<file path="src/hdl/fdt_pkg.sv">
// Package for the file directory table: sizes, operation and status codes,
// the token that travels along the cell chain, and the name canonicalizer.
// No dependencies.
package fdt_pkg;

  localparam int ENTRIES    = 32;
  localparam int NAME_BYTES = 12;

  localparam int IDX_W  = $clog2(ENTRIES);
  localparam int SLOT_W = 5;
  localparam int CMP_W  = (IDX_W > SLOT_W) ? IDX_W : SLOT_W;
  localparam int KEY_W  = 96;

  localparam logic [2:0] OP_LOOKUP = 3'd0;
  localparam logic [2:0] OP_ADD    = 3'd1;
  localparam logic [2:0] OP_DELETE = 3'd2;
  localparam logic [2:0] OP_READ   = 3'd3;
  localparam logic [2:0] OP_COUNT  = 3'd4;

  localparam logic [1:0] ST_OK        = 2'd0;
  localparam logic [1:0] ST_NOT_FOUND = 2'd1;
  localparam logic [1:0] ST_FULL      = 2'd2;

  localparam logic [5:0] COUNT_MAX = 6'd63;

  typedef struct packed {
    logic        valid;
    logic [2:0]  op;
    logic [31:0] key_high;
    logic [63:0] key_low;
    logic [15:0] sector;
    logic [4:0]  slot;
    logic        done;
    logic [4:0]  found_slot;
    logic [15:0] sector_out;
    logic [5:0]  free_count;
  } token_t;

  typedef struct packed {
    logic [1:0]  status;
    logic [4:0]  found_slot;
    logic [15:0] sector_out;
    logic [5:0]  free_count;
  } result_t;

  // Low five bits of a cell index, zero extended first when the index is narrow.
  function automatic logic [SLOT_W-1:0] to_slot(input logic [IDX_W-1:0] idx);
    logic [CMP_W-1:0] w;
    w = CMP_W'(idx);
    return w[SLOT_W-1:0];
  endfunction

  // A name ends at its first zero byte; that byte, all later bytes and all
  // bytes at or past NAME_BYTES read as zero.
  function automatic logic [KEY_W-1:0] canon_name(input logic [31:0] hi,
                                                  input logic [63:0] lo);
    logic [KEY_W-1:0] w;
    logic [KEY_W-1:0] r;
    logic [7:0]       b;
    logic             alive;
    w     = {hi, lo};
    r     = '0;
    alive = 1'b1;
    for (int k = 0; k < 12; k++) begin
      b = w[KEY_W-1-8*k -: 8];
      if (k >= NAME_BYTES || b == 8'd0) begin
        alive = 1'b0;
      end
      if (alive) begin
        r[KEY_W-1-8*k -: 8] = b;
      end
    end
    return r;
  endfunction

endpackage

</file>
<file path="src/hdl/fdt_cell.sv">
// One directory slot: stores a canonical name and a start sector, and applies
// the passing operation token to itself before handing it to the next cell.
// Depends on fdt_pkg.
module fdt_cell
  import fdt_pkg::*;
(
  input  logic             clk,
  input  logic             rst,
  input  logic [IDX_W-1:0] cell_index,
  input  token_t           tok_in,
  output token_t           tok_out
);

  logic [31:0] name_high;
  logic [63:0] name_low;
  logic [15:0] sector;
  logic [31:0] name_high_next;
  logic [63:0] name_low_next;
  logic [15:0] sector_next;
  token_t      tok_next;

  logic name_match;
  logic slot_free;
  logic slot_hit;

  assign name_match = (name_high == tok_in.key_high) && (name_low == tok_in.key_low);
  assign slot_free  = (sector == 16'd0);
  assign slot_hit   = (CMP_W'(cell_index) == CMP_W'(tok_in.slot));

  always_comb begin
    tok_next       = tok_in;
    name_high_next = name_high;
    name_low_next  = name_low;
    sector_next    = sector;
    if (tok_in.valid) begin
      case (tok_in.op)
        OP_LOOKUP: begin
          if (!tok_in.done && name_match) begin
            tok_next.done       = 1'b1;
            tok_next.found_slot = to_slot(cell_index);
          end
        end
        OP_ADD: begin
          if (!tok_in.done && slot_free) begin
            tok_next.done       = 1'b1;
            tok_next.found_slot = to_slot(cell_index);
            name_high_next      = tok_in.key_high;
            name_low_next       = tok_in.key_low;
            sector_next         = tok_in.sector;
          end
        end
        OP_DELETE: begin
          if (slot_hit) begin
            name_high_next = '0;
            name_low_next  = '0;
            sector_next    = '0;
          end
        end
        OP_READ: begin
          if (slot_hit) begin
            tok_next.sector_out = sector;
          end
        end
        OP_COUNT: begin
          if (slot_free && tok_in.free_count != COUNT_MAX) begin
            tok_next.free_count = tok_in.free_count + 6'd1;
          end
        end
        default: begin
        end
      endcase
    end
  end

  always_ff @(posedge clk) begin
    if (rst) begin
      name_high <= '0;
      name_low  <= '0;
      sector    <= '0;
    end else begin
      name_high <= name_high_next;
      name_low  <= name_low_next;
      sector    <= sector_next;
    end
  end

  always_ff @(posedge clk) begin
    if (rst) begin
      tok_out.valid <= 1'b0;
    end else begin
      tok_out <= tok_next;
    end
  end

endmodule

</file>
<file path="config.mk">
export PLATFORM = sky130hd
export DESIGN_NAME = fdt_cell
export DESIGN_NICKNAME = d
export VERILOG_FILES = /design/src/hdl/fdt_pkg.sv /design/src/hdl/fdt_cell.sv
export SDC_FILE = /design/constraint.sdc
export NUM_CORES = 1
export LEC_CHECK = 0
export ABC_AREA = 1
export BUFFER_PORTS_ARGS = -buffer_cell sky130_fd_sc_hd__buf_2
export CAP_MARGIN = 20
export CORE_MARGIN = 2
export CORE_UTILIZATION = 50
export DETAILED_ROUTE_END_ITERATION = 12
export HOLD_SLACK_MARGIN = 0.05
export MAX_ROUTING_LAYER = met4
export PLACE_DENSITY = 0.77
export RECOVER_POWER = 100
export SLEW_MARGIN = 10
export SYNTH_ARGS = -nofsm -noshare
export SYNTH_HDL_FRONTEND = slang
export SYNTH_SLANG_ARGS = --single-unit
export TNS_END_PERCENT = 1
</file>
<file path="constraint.sdc">
create_clock -name clk -period 7.6 [get_ports clk]
set_input_delay 0.38 -clock clk [delete_from_list [all_inputs] [get_ports clk]]
set_output_delay 0.38 -clock clk [all_outputs]
set_load 0.01 [all_outputs]
</file>
* After elaboration in Yosys (flattened, before gate mapping)
Index checks and enable logic that the tools add are counted.
Word-level totals: register bits after elaboration 261, output and inout port bits 149
Cells by class: add/subtract/negate cells 1, equality and inequality tests 10, muxes and demuxes 17, reduce and logical (&&, ||, !) cells 9
Operator list (count):
- 2-to-1 mux 64 bit | 2
- one-hot mux 64 bit (2 select lines) | 1
- == test 64 bit | 1
- 2-to-1 mux 16 bit | 4
- 2-to-1 mux 32 bit | 2
- one-hot mux 32 bit (2 select lines) | 1
- == test 32 bit | 1
- one-hot mux 16 bit (2 select lines) | 1
- 2-to-1 mux 28 bit | 1
- 2-to-1 mux 6 bit | 4
- zero test 16 bit | 1
- one-hot mux 6 bit (2 select lines) | 1
- adder 6 x 1 -> 6 bit, second input constant | 1
- == test 3 x 2 -> 1 bit, second input constant | 2
- inequality test 6 bit, second input constant | 1
- == test 5 bit | 1
- logical AND 1 bit | 4
- inequality test 2 bit, second input constant | 2
- AND reduction 4 bit | 1
- == test 3 x 1 -> 1 bit, second input constant | 1
- == test 3 bit, second input constant | 1
- zero test 3 bit | 1
- nonzero test 2 bit | 1
- zero test 1 bit | 1

* Longest topological paths before layout
depth in word-level cells 6, depth in mapped cells 13, gate-level depth less buffers 13

* Worst setup path before layout
OpenSTA, ideal clock, no wires.
path type input to register, start point input port rst, end point register tok_out[0] in the netlist's numbering, enable pin, library setup time 0.500 ns, arrival 3.576 ns, data required time 7.100 ns, slack 3.524 ns, stages 3, path buffers 2, cells stage by stage clkbuf_1 > clkbuf_1 > inv_1
RTL lines:
- from (decl) | RTL line fdt_cell.sv:8 | input logic rst,
- to (signal assigned) | RTL line fdt_cell.sv:91 | tok_out <= tok_next;
- to (decl) | RTL line fdt_cell.sv:11 | output token_t tok_out
No word-level cell between the ends.

* Worst setup path in the final report
start point input port rst, end point register tok_out[55] in the netlist's numbering, enable pin
No word-level cell between the ends.

==> results.tsv <==
stage	metric	value	unit
outcome	violations	max-capacitance violations, max-slew violations	
grt	grt_pass1_wl	42.3	mm
logic_synthesis	ys_seq_area_frac	0.601	
grt	grt.busiest_layer	met2	
cells_and_area	regArea	0.00671	mm2
logic_synthesis	yosys_warnings	0	
sta	hold_slack	0.109	ns
drt	drt-initial-drc-count	536	
drt	vias	8553	
place	dp_hpwl	18.9	mm
drt	wire_per_inst	16.2	um
logic_synthesis	syn_area	0.0112	mm2
floorplanning	core_region_area	0.0219	mm2
sta	hold_violations	0	
logic_synthesis	yosys.cell_count.top_type	nand2_1	
sta	fin_crit_sh	0.627	
grt	grt_util_met2	0.373	
clock_network	clockRootBuffer	clkbuf_16	
sta	slew_headroom	-1.13	
grt	globalRouteMet3Util	0.0425	
logic_synthesis	synth_area_leaders	edfxtp_1 40%, dfxtp_1 20%, nand2_1 8.8%	
min_path	hold_class	input pin to flip-flop	
logic_synthesis	synth_edf_count	148	
logic_synthesis	synth_cell_types	31	
setup_path	arrival	4.63	ns
floorplanning	die_area	0.0235	mm2
drt	wirelength	27.5	mm
place	gp_congestion	0.823	
drt	drc	0	
logic_synthesis	synth.largest_area_cell	edfxtp_1	
logic_synthesis	synthFlopType	edfxtp_1	
setup_path	worstSetupEndpointType	flip-flop	
sta	rsz0062_at_grt	false	
cells_and_area	fillers	1944	
place	placedCellCount	1632	
power_and_ir_drop	max-vdd-ir-drop	0.208	mV
clock_network	cts_resized	0	
floorplanning	die_h	153	um
logic_synthesis	synth.top_cell.area_share	0.398	
cells_and_area	layout.cells.non_filler	1698	
floorplanning	io_pins	305	
cells_and_area	multi_input_area	0.00373	mm2
setup_path	crit_path_cell_trace	clkbuf_1, clkinvlp_2, clkbuf_2	
logic_synthesis	synth_fp_nets	1252	
clock_network	path_clk_slew	0.06	ns
logic_synthesis	ys_ff_latch	261	
floorplanning	fp-row-count	54	
place	pre_cts_slack	4.66	ns
grt	track_usage	0.231	
drt	antenna_left	0	
flow_run	maxCapViolations	5	
grt	antenna_found_initial	1	
setup_path	worstReg2RegStart	sector[10]$_SDFFE_PP0P_	
floorplanning	die_w	153	um
cells_and_area	fin_util	0.611	
setup_path	critPathLaunchType	input pin	
setup_path	crit_fanout	75	
drt	drt-pass1-iter-count	5	
logic_synthesis	synth_common_cells	261 x nand2_1, 148 x edfxtp_1, 117 x a21oi_1, 113 x dfxtp_1, 78 x inv_1	
setup_path	critical_path_class	input pin to flip-flop	
drt	vias_per_cell	5.04	
sta	skew	0.0178	ns
sta	tightestPinTransition	3.18	ns
place	port_buffers	304	
clock_network	clockBufferDepth	3	
clock_network	clkSinkCount	261	
setup_path	required	7.46	ns
clock_network	clock_latency	0.52	ns
cells_and_area	stdcell_area	0.0134	mm2
grt	grt_max_degree	109	
setup_path	critPathSlowestCell	clkinvlp_2	
sta	fin_ws	2.83	ns
sta	setup_viol	0	
grt	grt_overflow_total	0	
logic_synthesis	synth_cells	1095	
logic_synthesis	async_reset_ff_frac	0	
min_path	min_from	tok_in[146]	
sta	timing.setup.tns	0	ns
power_and_ir_drop	total_power	3.27	mW
setup_path	slowest_delay	2.38	ns
logic_synthesis	syn_area_per_cell	10.2	um2
grt	met1_usage	0.296	
place	dpl_cell_area	0.0128	mm2
clock_network	cts.htree.levels	1	
power_and_ir_drop	powerDensity	245	mW/mm2
clock_network	cts_buffers	27	
grt	grt_pass1_vias	8184	
sta	period_needed	4.77	ns
sta	fmax	210	MHz
setup_path	startpoint	rst	
cells_and_area	final_nets	1554	
floorplanning	start_util	0.509	
clock_network	cts_tree	done	
cells_and_area	syn_to_final_growth	20.0	%
cells_and_area	drive_above_1_share	0.0677	
outcome	status	complete, but fails checks	
power_and_ir_drop	power_leakage	5.06	nW
sta	maxSlewViolCount	346	
## state kept, by name, indices dropped and copies added, names as in the netlist
name       cells
tok_out      149
name_low      64
sector        16
name_high     32
## routing by layer
layer  wire length (um)  share of wire
met1              11400           0.42
met2              13200           0.48
met3               2060          0.075
met4                840          0.031
met5                  0              0
## final cells by class
type                            instances  share of cell area
Antenna cell                            1            0.000187
Clock buffer                           37              0.0563
Clock inverter                         12              0.0102
Inverter                               87              0.0247
Multi-Input combinational cell        694               0.279
Sequential cell                       261               0.501
Tap cell                              280              0.0262
Timing Repair Buffer                  326               0.102
## final timing paths
kind / end / slack (ns) / cells past startpoint
worst min register to register: name_low[14]$_SDFFE_PP0P_ / 0.48 / 2
worst min-delay path: tok_out[146]$_DFFE_PN_ / 0.11 / 1
worst max register to register: sector[8]$_SDFFE_PP0P_ / 2.97 / 9
worst max-delay path: tok_out[55]$_DFFE_PN_ / 2.83 / 3
## layout by cell type (no fill, tap or decap), types with 2 or more instances in the layout
master / n
inv_1: 77
buf_2: 34
o21ai_0: 27
a21oi_1: 117
dlygate4sd3_1: 15
clkbuf_16: 27
xnor2_1: 49
nor3_1: 2
inv_2: 8
buf_4: 2
xor2_1: 34
nand2_1: 262
bufinv_16: 3
clkbuf_8: 4
nor2_1: 59
edfxtp_1: 148
nand3_1: 10
dfxtp_1: 113
clkinv_2: 7
nand4_1: 11
nor4_1: 2
or2_1: 2
clkbuf_1: 280
nor3b_2: 2
nor3b_1: 35
nand3b_1: 75
## logic make-up (layout without fill, tap and decap cells)
kind of cell	Yosys count	in the layout	synth area share
AOI/OAI and AO/OA	147	147	0.0679
xor gates and xnor gates	83	83	0.0652
adders and majority gates	1	1	0.00112
buffers and inverters	140	462	0.0554
DFF	261	261	0.601
other	0	1	0
and+or+nand+nor	463	463	0.209
## report_power, final
part / switching (mW) / internal [mW] / total [mW]
Clock: 0.527 / 0.792 / 1.32
Combinational: 0.218 / 0.119 / 0.337
Sequential: 0.0287 / 1.59 / 1.62
## repair_timing
item                                   in CTS  in global routing
buffers inserted                            0                  0
endpoints found under the hold margin      15                  0
hold buffers                               15                  0
## critical path: cells and delay by family
kind	cells	cell delay, ns
buf+inv	3	4.16
No activity file was read; power rests on OpenSTA's default activity.
